--- src/rtl/core/lrfg_pkg.sv ---
// ----------------------------------------------------------------------------
// lrfg_pkg
// Types, constants and constant tables shared by the LED ring frame generator.
// ----------------------------------------------------------------------------
package lrfg_pkg;

   localparam int RING_PIXELS = 60;
   localparam int PIX_W       = 6;
   localparam logic [PIX_W-1:0] LAST_PIXEL = PIX_W'(RING_PIXELS - 1);

   localparam int BINARY_BITS = 16;
   localparam int COUNT_W     = 16;

   localparam int BAR_OFFSET = 7000;
   localparam int BAR_STEP   = 748;

   localparam logic [7:0] FULL_LEVEL   = 8'd255;
   localparam logic [7:0] CHASE_RED    = 8'd28;
   localparam logic [7:0] CHASE_GREEN  = 8'd90;
   localparam logic [7:0] CHASE_BLUE   = 8'd28;
   localparam logic [7:0] MARK_LEVEL   = 8'd20;
   localparam logic [7:0] DIAL_LEVEL   = 8'd1;
   localparam logic [7:0] HOUR_SIDE    = 8'd30;
   localparam logic [7:0] GRAY_LAST    = 8'd254;

   typedef enum logic [2:0] {
      MODE_CHASE    = 3'd0,
      MODE_CLOCK    = 3'd1,
      MODE_GRADIENT = 3'd2,
      MODE_GRAY     = 3'd3,
      MODE_BINARY   = 3'd4,
      MODE_BAR      = 3'd5
   } mode_type;

   typedef struct packed {
      logic        func;
      logic [6:0]  sec_bcd;
      logic [6:0]  min_bcd;
      logic [5:0]  hour_bcd;
      logic [23:0] sensor_raw;
   } req_type;

   // everything one frame needs, captured when the tick is taken
   typedef struct packed {
      mode_type           mode;
      logic [PIX_W-1:0]   chase_red_pos;
      logic [PIX_W-1:0]   chase_green_pos;
      logic [PIX_W-1:0]   chase_blue_pos;
      logic [PIX_W-1:0]   grad_offset;
      logic [7:0]         gray;
      logic [COUNT_W-1:0] count;
      logic [PIX_W-1:0]   hour_pos;
      logic [PIX_W-1:0]   hour_prev;
      logic [PIX_W-1:0]   hour_next;
      logic [PIX_W-1:0]   min_pos;
      logic [PIX_W-1:0]   min_next;
      logic [PIX_W-1:0]   sec_pos;
      logic [7:0]         fade_up;
      logic [23:0]        sensor_raw;
   } frame_type;

   typedef struct packed {
      logic [7:0] red;
      logic [7:0] green;
      logic [7:0] blue;
   } color_type;

   typedef logic [7:0]  level_table_type [128];
   typedef logic [23:0] bar_table_type [RING_PIXELS];

   // 255*s/59 saturated to 255
   function automatic level_table_type build_fade_table();
      level_table_type t;
      int v;
      for (int i = 0; i < 128; i++) begin
         v = (255 * i) / 59;
         t[i] = (v > 255) ? 8'd255 : 8'(v);
      end
      return t;
   endfunction

   // low 8 bits of 255*i/60
   function automatic level_table_type build_grad_table();
      level_table_type t;
      for (int i = 0; i < 128; i++) begin
         t[i] = 8'((255 * i) / RING_PIXELS);
      end
      return t;
   endfunction

   // pixel p lights when raw >= 7000 + 748*(p+1)
   function automatic bar_table_type build_bar_table();
      bar_table_type t;
      for (int i = 0; i < RING_PIXELS; i++) begin
         t[i] = 24'(BAR_OFFSET + BAR_STEP * (i + 1));
      end
      return t;
   endfunction

   function automatic logic [RING_PIXELS-1:0] build_mark_table();
      logic [RING_PIXELS-1:0] t;
      for (int i = 0; i < RING_PIXELS; i++) begin
         t[i] = ((i % 5) == 0);
      end
      return t;
   endfunction

   localparam level_table_type         FADE_TABLE = build_fade_table();
   localparam level_table_type         GRAD_TABLE = build_grad_table();
   localparam bar_table_type           BAR_TABLE  = build_bar_table();
   localparam logic [RING_PIXELS-1:0]  MARK_TABLE = build_mark_table();

endpackage

--- src/rtl/core/led_ring_frame_generator.sv ---
// ----------------------------------------------------------------------------
// led_ring_frame_generator
// Frame generator for a 60-pixel RGB ring with six button-selected modes.
// ----------------------------------------------------------------------------
// A display tick request produces one frame of 60 pixel responses, pixel 0
// to pixel 59, one per cycle unless the response side stalls, which holds
// the pixel counter; the request loads the frame register and the pixel
// counter, and each pixel passes through the response register. A button
// request advances the mode and produces nothing. The pixel counter sets the
// rate: a tick keeps the block busy while responses flow, and the next
// request of either kind is taken in the cycle the last pixel enters the
// response register, so frames run back to back. Mode is 5 (sensor bar) after reset.
module led_ring_frame_generator import lrfg_pkg::*; (
   input  logic             clock,
   input  logic             reset,
   input  logic             req_valid,
   output logic             req_stall,
   input  logic             req_func,
   input  logic [6:0]       req_sec_bcd,
   input  logic [6:0]       req_min_bcd,
   input  logic [5:0]       req_hour_bcd,
   input  logic [23:0]      req_sensor_raw,
   output logic             rsp_valid,
   input  logic             rsp_stall,
   output logic [PIX_W-1:0] rsp_pixel_index,
   output logic [7:0]       rsp_red,
   output logic [7:0]       rsp_green,
   output logic [7:0]       rsp_blue,
   output logic             rsp_frame_last
);

   req_type   req;
   frame_type frame;
   logic      frame_free;
   logic      accept;
   logic      tick;
   logic      press;

   assign req = '{func: req_func, sec_bcd: req_sec_bcd, min_bcd: req_min_bcd,
                  hour_bcd: req_hour_bcd, sensor_raw: req_sensor_raw};

   assign req_stall = !frame_free;
   assign accept    = req_valid && frame_free;
   assign tick      = accept && !req_func;
   assign press     = accept && req_func;

   lrfg_frame_regs u_frame_regs (
      .clock (clock),
      .reset (reset),
      .tick  (tick),
      .press (press),
      .req   (req),
      .frame (frame)
   );

   lrfg_pixel_seq u_pixel_seq (
      .clock           (clock),
      .reset           (reset),
      .start           (tick),
      .frame           (frame),
      .frame_free      (frame_free),
      .rsp_valid       (rsp_valid),
      .rsp_stall       (rsp_stall),
      .rsp_pixel_index (rsp_pixel_index),
      .rsp_red         (rsp_red),
      .rsp_green       (rsp_green),
      .rsp_blue        (rsp_blue),
      .rsp_frame_last  (rsp_frame_last)
   );

endmodule

--- src/rtl/core/lrfg_frame_regs.sv ---
// ----------------------------------------------------------------------------
// lrfg_frame_regs
// Display mode and animation counters, and the frame register that holds
// the decoded parameters of the frame being drawn.
// ----------------------------------------------------------------------------
module lrfg_frame_regs import lrfg_pkg::*; (
   input  logic      clock,
   input  logic      reset,
   input  logic      tick,
   input  logic      press,
   input  req_type   req,
   output frame_type frame
);

   mode_type           mode_ff, mode_in;
   logic [PIX_W-1:0]   chase_ff, chase_in;
   logic [PIX_W-1:0]   grad_ff, grad_in;
   logic [7:0]         gray_ff, gray_in;
   logic [COUNT_W-1:0] count_ff, count_in;
   frame_type          frame_ff, frame_in;

   logic [6:0] sec_val;
   logic [6:0] min_val;
   logic [6:0] hour_val;
   logic [3:0] hour12;
   logic [2:0] min_step;
   logic [7:0] hour_raw;
   logic [7:0] min_raw;
   logic [7:0] sec_raw;

   function automatic logic [6:0] bcd_to_bin(input logic [6:0] v);
      return 7'(({4'b0, v[6:4]} * 7'd10) + {3'b0, v[3:0]});
   endfunction

   // values stay within one turn of the ring either side
   function automatic logic [PIX_W-1:0] ring_wrap(input logic [7:0] v);
      if (v[7]) begin
         return PIX_W'(v + 8'(RING_PIXELS));
      end else if (v >= 8'(RING_PIXELS)) begin
         return PIX_W'(v - 8'(RING_PIXELS));
      end
      return PIX_W'(v);
   endfunction

   function automatic logic [PIX_W-1:0] ring_ahead(input logic [PIX_W-1:0] p,
                                                    input logic [1:0] k);
      logic [PIX_W:0] s;
      s = {1'b0, p} + {5'b0, k};
      return (s >= (PIX_W+1)'(RING_PIXELS)) ? PIX_W'(s - (PIX_W+1)'(RING_PIXELS))
                                              : PIX_W'(s);
   endfunction

   // clock hands, decoded straight from the request
   always_comb begin
      sec_val  = bcd_to_bin(req.sec_bcd);
      min_val  = bcd_to_bin(req.min_bcd);
      hour_val = bcd_to_bin({1'b0, req.hour_bcd});
      if (hour_val >= 7'd36) begin
         hour12 = 4'(hour_val - 7'd36);
      end else if (hour_val >= 7'd24) begin
         hour12 = 4'(hour_val - 7'd24);
      end else if (hour_val >= 7'd12) begin
         hour12 = 4'(hour_val - 7'd12);
      end else begin
         hour12 = 4'(hour_val);
      end
      min_step = 3'd0;
      for (int k = 1; k < 8; k++) begin
         if (min_val >= 7'(12 * k)) begin
            min_step = 3'(k);
         end
      end
      hour_raw = 8'(RING_PIXELS) - ({4'b0, hour12} * 8'd5) - {5'b0, min_step};
      min_raw  = 8'(RING_PIXELS) - {1'b0, min_val};
      sec_raw  = 8'(RING_PIXELS) - {1'b0, sec_val};
   end

   always_comb begin
      frame_in                 = frame_ff;
      frame_in.mode            = mode_ff;
      frame_in.chase_red_pos   = ring_ahead(chase_ff, 2'd1);
      frame_in.chase_green_pos = ring_ahead(chase_ff, 2'd2);
      frame_in.chase_blue_pos  = ring_ahead(chase_ff, 2'd3);
      frame_in.grad_offset     = grad_ff;
      frame_in.gray            = gray_ff;
      frame_in.count           = count_ff;
      frame_in.hour_pos        = ring_wrap(hour_raw);
      frame_in.hour_prev       = ring_wrap(hour_raw - 8'd1);
      frame_in.hour_next       = ring_wrap(hour_raw + 8'd1);
      frame_in.min_pos         = ring_wrap(min_raw);
      frame_in.min_next        = ring_wrap(min_raw + 8'd1);
      frame_in.sec_pos         = ring_wrap(sec_raw);
      frame_in.fade_up         = FADE_TABLE[sec_val];
      frame_in.sensor_raw      = req.sensor_raw;
   end

   always_comb begin
      mode_in  = mode_ff;
      chase_in = chase_ff;
      grad_in  = grad_ff;
      gray_in  = gray_ff;
      count_in = count_ff;
      if (press) begin
         case (mode_ff)
            MODE_CHASE:    mode_in = MODE_CLOCK;
            MODE_CLOCK:    mode_in = MODE_GRADIENT;
            MODE_GRADIENT: mode_in = MODE_GRAY;
            MODE_GRAY:     mode_in = MODE_BINARY;
            MODE_BINARY:   mode_in = MODE_BAR;
            default:       mode_in = MODE_CHASE;
         endcase
      end
      if (tick) begin
         case (mode_ff)
            MODE_CHASE:    chase_in = ring_ahead(chase_ff, 2'd1);
            MODE_GRADIENT: grad_in  = ring_ahead(grad_ff, 2'd1);
            MODE_GRAY:     gray_in  = (gray_ff >= GRAY_LAST) ? 8'd0 : gray_ff + 8'd1;
            MODE_BINARY:   count_in = count_ff + COUNT_W'(1);
            default: begin
            end
         endcase
      end
   end

   always_ff @(posedge clock) begin
      if (reset) begin
         mode_ff  <= MODE_BAR;
         chase_ff <= '0;
         grad_ff  <= '0;
         gray_ff  <= '0;
         count_ff <= '0;
      end else begin
         mode_ff  <= mode_in;
         chase_ff <= chase_in;
         grad_ff  <= grad_in;
         gray_ff  <= gray_in;
         count_ff <= count_in;
      end
   end

   always_ff @(posedge clock) begin
      if (tick) begin
         frame_ff <= frame_in;
      end
   end

   assign frame = frame_ff;

   a_chase_range: assert property (@(posedge clock) disable iff (reset)
      chase_ff <= LAST_PIXEL)
      else $error("chase position left the ring");

   a_grad_range: assert property (@(posedge clock) disable iff (reset)
      grad_ff <= LAST_PIXEL)
      else $error("gradient offset left the ring");

   a_gray_range: assert property (@(posedge clock) disable iff (reset)
      gray_ff <= GRAY_LAST)
      else $error("gray level reached full scale");

   a_press_only_mode: assert property (@(posedge clock) disable iff (reset)
      press |=> ($stable(chase_ff) && $stable(gray_ff) && $stable(count_ff)))
      else $error("button press moved an animation counter");

endmodule

--- src/rtl/core/lrfg_pixel_color.sv ---
// ----------------------------------------------------------------------------
// lrfg_pixel_color
// Color of one ring pixel from the frame parameters and the pixel index.
// ----------------------------------------------------------------------------
module lrfg_pixel_color import lrfg_pkg::*; (
   input  frame_type        frame,
   input  logic [PIX_W-1:0] pix,
   output color_type        color
);

   always_comb begin
      color = '0;
      case (frame.mode)
         MODE_CHASE: begin
            if (pix == frame.chase_red_pos)   color.red   = CHASE_RED;
            if (pix == frame.chase_green_pos) color.green = CHASE_GREEN;
            if (pix == frame.chase_blue_pos)  color.blue  = CHASE_BLUE;
         end
         MODE_CLOCK: begin
            if (MARK_TABLE[pix]) begin
               color = '{red: MARK_LEVEL, green: MARK_LEVEL, blue: 8'd0};
            end else begin
               color = '{red: DIAL_LEVEL, green: DIAL_LEVEL, blue: DIAL_LEVEL};
            end
            // later hands draw over earlier ones
            if (pix == frame.hour_pos) begin
               color = '{red: FULL_LEVEL, green: 8'd0, blue: 8'd0};
            end
            if (pix == frame.hour_prev) begin
               color = '{red: HOUR_SIDE, green: 8'd0, blue: 8'd0};
            end
            if (pix == frame.hour_next) begin
               color = '{red: HOUR_SIDE, green: 8'd0, blue: 8'd0};
            end
            if (pix == frame.min_pos) begin
               color = '{red: 8'd0, green: frame.fade_up, blue: 8'd0};
            end
            if (pix == frame.min_next) begin
               color = '{red: 8'd0, green: FULL_LEVEL - frame.fade_up, blue: 8'd0};
            end
            if (pix == frame.sec_pos) begin
               color = '{red: 8'd0, green: 8'd0, blue: FULL_LEVEL};
            end
         end
         MODE_GRADIENT: begin
            color.green = GRAD_TABLE[{1'b0, pix} + {1'b0, frame.grad_offset}];
         end
         MODE_GRAY: begin
            color = '{red: frame.gray, green: frame.gray, blue: frame.gray};
         end
         MODE_BINARY: begin
            if ((pix < PIX_W'(BINARY_BITS)) && frame.count[pix[3:0]]) begin
               color.red = FULL_LEVEL;
            end
         end
         MODE_BAR: begin
            if (frame.sensor_raw >= BAR_TABLE[pix]) begin
               color.red   = 8'(pix);
               color.green = 8'(PIX_W'(RING_PIXELS) - pix);
            end
         end
         default: begin
         end
      endcase
   end

endmodule

--- src/rtl/core/lrfg_pixel_seq.sv ---
// ----------------------------------------------------------------------------
// lrfg_pixel_seq
// Ring pixel counter and result register, one pixel a cycle unless stalled.
// ----------------------------------------------------------------------------
module lrfg_pixel_seq import lrfg_pkg::*; (
   input  logic             clock,
   input  logic             reset,
   input  logic             start,
   input  frame_type        frame,
   output logic             frame_free,
   output logic             rsp_valid,
   input  logic             rsp_stall,
   output logic [PIX_W-1:0] rsp_pixel_index,
   output logic [7:0]       rsp_red,
   output logic [7:0]       rsp_green,
   output logic [7:0]       rsp_blue,
   output logic             rsp_frame_last
);

   logic             busy_ff, busy_in;
   logic [PIX_W-1:0] pix_ff, pix_in;
   logic             valid_ff, valid_in;
   logic [PIX_W-1:0] out_pix_ff;
   color_type        out_color_ff;
   logic             out_last_ff;
   color_type        color;
   logic             advance;
   logic             done;

   lrfg_pixel_color u_color (
      .frame (frame),
      .pix   (pix_ff),
      .color (color)
   );

   assign advance    = busy_ff && (!valid_ff || !rsp_stall);
   assign done       = advance && (pix_ff == LAST_PIXEL);
   assign frame_free = !busy_ff || done;

   always_comb begin
      busy_in = busy_ff;
      pix_in  = pix_ff;
      if (advance) begin
         pix_in = pix_ff + PIX_W'(1);
      end
      if (done) begin
         busy_in = 1'b0;
      end
      if (start) begin
         busy_in = 1'b1;
         pix_in  = '0;
      end
      valid_in = advance || (valid_ff && rsp_stall);
   end

   always_ff @(posedge clock) begin
      if (reset) begin
         busy_ff  <= 1'b0;
         pix_ff   <= '0;
         valid_ff <= 1'b0;
      end else begin
         busy_ff  <= busy_in;
         pix_ff   <= pix_in;
         valid_ff <= valid_in;
      end
   end

   always_ff @(posedge clock) begin
      if (advance) begin
         out_pix_ff   <= pix_ff;
         out_color_ff <= color;
         out_last_ff  <= (pix_ff == LAST_PIXEL);
      end
   end

   assign rsp_valid       = valid_ff;
   assign rsp_pixel_index = out_pix_ff;
   assign rsp_red         = out_color_ff.red;
   assign rsp_green       = out_color_ff.green;
   assign rsp_blue        = out_color_ff.blue;
   assign rsp_frame_last  = out_last_ff;

   a_pix_range: assert property (@(posedge clock) disable iff (reset)
      busy_ff |-> (pix_ff <= LAST_PIXEL))
      else $error("pixel counter ran past the ring");

   a_start_free: assert property (@(posedge clock) disable iff (reset)
      start |-> frame_free)
      else $error("frame started over one still drawing");

   a_done_idle: assert property (@(posedge clock) disable iff (reset)
      (done && !start) |=> !busy_ff)
      else $error("sequencer stayed busy after the last pixel");

   a_last_index: assert property (@(posedge clock) disable iff (reset)
      (valid_ff && out_last_ff) |-> (out_pix_ff == LAST_PIXEL))
      else $error("end of frame flagged on the wrong pixel");

   a_start_first: assert property (@(posedge clock) disable iff (reset)
      start |=> (busy_ff && (pix_ff == '0)))
      else $error("frame did not start at pixel zero");

endmodule
--- config.mk ---
export PLATFORM = sky130hd
export DESIGN_NAME = led_ring_frame_generator
export DESIGN_NICKNAME = d
export VERILOG_FILES = /design/src/rtl/core/lrfg_pkg.sv /design/src/rtl/core/led_ring_frame_generator.sv /design/src/rtl/core/lrfg_frame_regs.sv /design/src/rtl/core/lrfg_pixel_color.sv /design/src/rtl/core/lrfg_pixel_seq.sv
export SDC_FILE = /design/constraint.sdc
export NUM_CORES = 1
export LEC_CHECK = 0
export BUFFER_PORTS_ARGS = -buffer_cell sky130_fd_sc_hd__buf_2
export CORE_AREA = 2 2 189 154
export CTS_CLUSTER_DIAMETER = 80
export DETAILED_ROUTE_END_ITERATION = 8
export DIE_AREA = 0 0 191 156
export PLACE_DENSITY_LB_ADDON = 0.05
export REMOVE_ABC_BUFFERS = 1
export SYNTH_ARGS = -nofsm -noshare
export SYNTH_HDL_FRONTEND = slang
export SYNTH_SLANG_ARGS = --single-unit
--- constraint.sdc ---
create_clock -name clock -period 12.55 [get_ports clock]
set_input_delay 1.8825 -clock clock [delete_from_list [all_inputs] [get_ports clock]]
set_output_delay 1.8825 -clock clock [all_outputs]
set_load 0.01 [all_outputs]
==> flow_summary.toml <==
[pwr]
vdd_drop_max_mv = 0.240
p_leak_nw = 6.00
cellPowerDensity_nw_per_um2 = 168

[clock_network]
cts-hold-fix-buffers = 0
cts_setup_buffers = 0
postCtsResizedCells = 0
cts_buffers = 17
clock_sinks = 196
htreeDepth = 4
insertion_delay_ns = 0.45
clockBufferDepth = 2
clockRootBuffer = "clkbuf_16"
cts_tree = "built"
clk_pin_slew_worst_paths_ns = 0.07

[synth]
synth_edf_count = 148
synthArstFlopShare = 0
yosysTopAreaCellShare = 0.321
synth-seq-cells = 196
seq_area_frac_synth = 0.391
yosysWarningCount = 0
ys.flop_type = "edfxtp_1"
syn_area_per_cell_sq_um = 9.65
synth_area_sq_um = 13800
syn_inst = 1433
synth_largest_area_cell = "edfxtp_1"
synth_cell_type_count = 84
synthTopCellsByArea = "edfxtp_1 32%, ha_1 11%, xnor2_1 7.0%"

[setup_path]
crit_type = "input port to flop"
slowest_stage = "fa_1"
worstPathArrival_ns = 8.28
critPathMaxFanout = 10
timing.critical_path.buf_inv = 3
cp_top_family = "adder cells"
required_ns = 12.74
crit_path_start_kind = "input port"
critPathMaxStageDelay_ns = 0.54
path_common_cell = "ha_1"
worstSetupEndpointType = "flop"

[floorplanning]
fp.dieArea_sq_um = 29800
die_width_microns = 191
die_h_microns = 156
rows = 55
core_area_sq_um = 27900
initial_core_util = 0.496
top_level_ports = 82

[detailed_routing]
drt_wl_total_mm = 31.0
drc = 0
viasPerCell = 5.59
vias = 10400
avgRoutedWirePerCell_microns = 16.7
firstDrtPassIters = 5
first_iter_violations = 859
antenna_left = 0

[timing]
setup-tns-final_ns = 0
max_freq_mhz = 124
min_period_ns = 8.09
finalHoldViolCount = 0
fin_skew_ns = 0.0130
slew_headroom = 0.283
worst_slew_pin_slew_ns = 1.07
rsz0062_at_grt = "no"
finalSetupViolCount = 0
drv_slew = 0
post-route-period-util = 0.645

[grt]
grt_pass1_wl_mm = 50.7
antenna_found_initial = 0
grt_overflow = 0
track_usage = 0.213
grt_start_max_net_pins = 69
grt_pass1_vias = 9783

[layout]
layout.nets = 1647
drive_above_1_share = 0.110
final_cells = 1853
layout-area-overhead-vs-synth_pct = 9.24
antenna_cells = 0
fin_util = 0.542

[hold_path]
hp-class = "flop to flop"

[job]
drv_cap = 0

[placement]
dpl.cell_count = 1821
hpwl_mm = 21.7
numPortBuffers = 81
routabilityCongestion = 0.847

[run_status]
outcome = "complete, no violations"
[power by group]
group          leakage, nW  total, mW  switching (mW)  internal (mW)
combinational         3.96       1.16           0.678          0.479
sequential            1.76      0.837          0.0228          0.815
clock                0.285      0.552           0.268          0.284
[cells in the mapped netlist, types with 7 or more instances]
master / count
nand3_1: 43
a21oi_1: 95
ha_1: 117
a31oi_1: 13
nand2_1: 118
fa_1: 11
a221o_1: 8
nor4_1: 10
edfxtp_1: 148
clkbuf_1: 65
a21o_1: 21
dfxtp_1: 48
xnor2_1: 111
a211oi_1: 13
and3_1: 13
o211ai_1: 21
nor2b_1: 10
mux2i_1: 26
o21ai_0: 76
nor2_1: 125
nor3_1: 31
nand4_1: 16
inv_1: 67
xor2_1: 77
nand2b_1: 7
[flip-flops by register name (all words and copies together) (netlist names), named ones only]
signal and flops:
u_frame_regs.mode_ff 3, u_pixel_seq.rsp_frame_last 1, u_pixel_seq.rsp_green 8, u_frame_regs.count_ff 16, u_pixel_seq.busy_ff 1, u_pixel_seq.pix_ff 6, u_pixel_seq.rsp_red 8, u_pixel_seq.rsp_valid 1
u_frame_regs.grad_ff 6, u_frame_regs.chase_ff 6, u_pixel_seq.rsp_pixel_index 6, u_frame_regs.frame 117, u_frame_regs.gray_ff 8, u_pixel_seq.rsp_blue 8
[layer usage]
layer  track usage  wire (microns)  up-vias
li1              -               -     5224
met1         0.309           15700     4908
met2         0.336           13700      214
met3        0.0317            1320       21
met4        0.0465             308        0
met5             0               0        -
[stage by stage]
step | hold slack (ns) | setup slack [ns] | total power [mW] | instance area, sq um
floorplan | 0.424 | 4.71 | 1.76 | 13500
global placement | 0.441 | 4.24 | 1.99 | 14500
detailed placement | 0.441 | 4.02 | 2.01 | 14500
CTS | 0.461 | 4.48 | 2.57 | 15100
global route | 0.472 | 3.92 | 2.75 | 15100
finish | 0.455 | 4.46 | 2.55 | 15100
[placed cells by master, fill, tap and decap left out, types with 5 or more instances in the layout]
cell type,netlist,routed
o21a_1,5,5
fa_1,11,11
dfxtp_1,48,44
o221ai_1,6,6
o21ai_0,76,76
buf_2,2,81
inv_2,6,5
nor4_1,10,10
edfxtp_1,148,148
mux2i_1,26,26
o21bai_1,5,5
inv_6,0,6
ha_1,117,117
nor2b_1,10,9
a211oi_1,13,13
a31oi_1,13,13
buf_4,3,13
nor3b_1,6,6
xor2_1,77,77
mux4_2,5,5
a221o_1,8,8
nor3_1,31,31
nand2b_1,7,7
xnor2_1,111,111
a22oi_1,6,6
nand4_1,16,16
o211ai_1,21,21
a21oi_1,95,95
or3_1,6,6
and2_1,5,5
inv_1,67,67
clkbuf_16,0,17
and3_1,13,13
nand2_1,118,118
nor2_1,125,125
o2111ai_1,5,5
nand3_1,43,43
a21o_1,21,21
[worst register-to-register path, cell delays in order, from the launching register on]
cell and delay [ns]:
dfxtp_1 0.33, buf_4 0.43, ha_1 0.44, inv_1 0.19, o41ai_2 0.55, nand2_1 0.09, or2_1 0.35, inv_4 0.66
and3_1 0.39, and4_1 0.43, nand4_1 0.16, xor2_1 0.15, nor2_1 0.05
[area by class of cell]
| type | instances | area, sq um |
|---|---|---|
| flip-flops and latches | 196 | 5410 |
| well taps | 370 | 463 |
| clock buffers | 18 | 429 |
| inverters | 74 | 280 |
| fillers | 2528 | 12800 |
| clock inverters | 14 | 168 |
| repair buffers | 94 | 503 |
| multi-input cells | 1087 | 7860 |
[logic make-up after synthesis]
logic type,share of synthesized area
compound gates,0.150
xor+xnor,0.124
fa+ha+maj,0.122
buf+inv,0.0417
flops,0.391
mux,0.0318
simple gates,0.139
[final timing paths]
path                             startpoint                        end  slack (ns)  depth (start not counted)
hold reg to reg   u_frame_regs.count_ff[15]     u_frame_regs.frame[83]        0.45                          0
setup reg to reg      u_pixel_seq.pix_ff[0]  u_frame_regs.count_ff[15]        8.18                         12
setup / recovery            req_hour_bcd[1]     u_frame_regs.frame[55]        4.46                         27
hold / removal    u_frame_regs.count_ff[15]     u_frame_regs.frame[83]        0.45                          0
No activity file was read; power rests on OpenSTA's default activity.
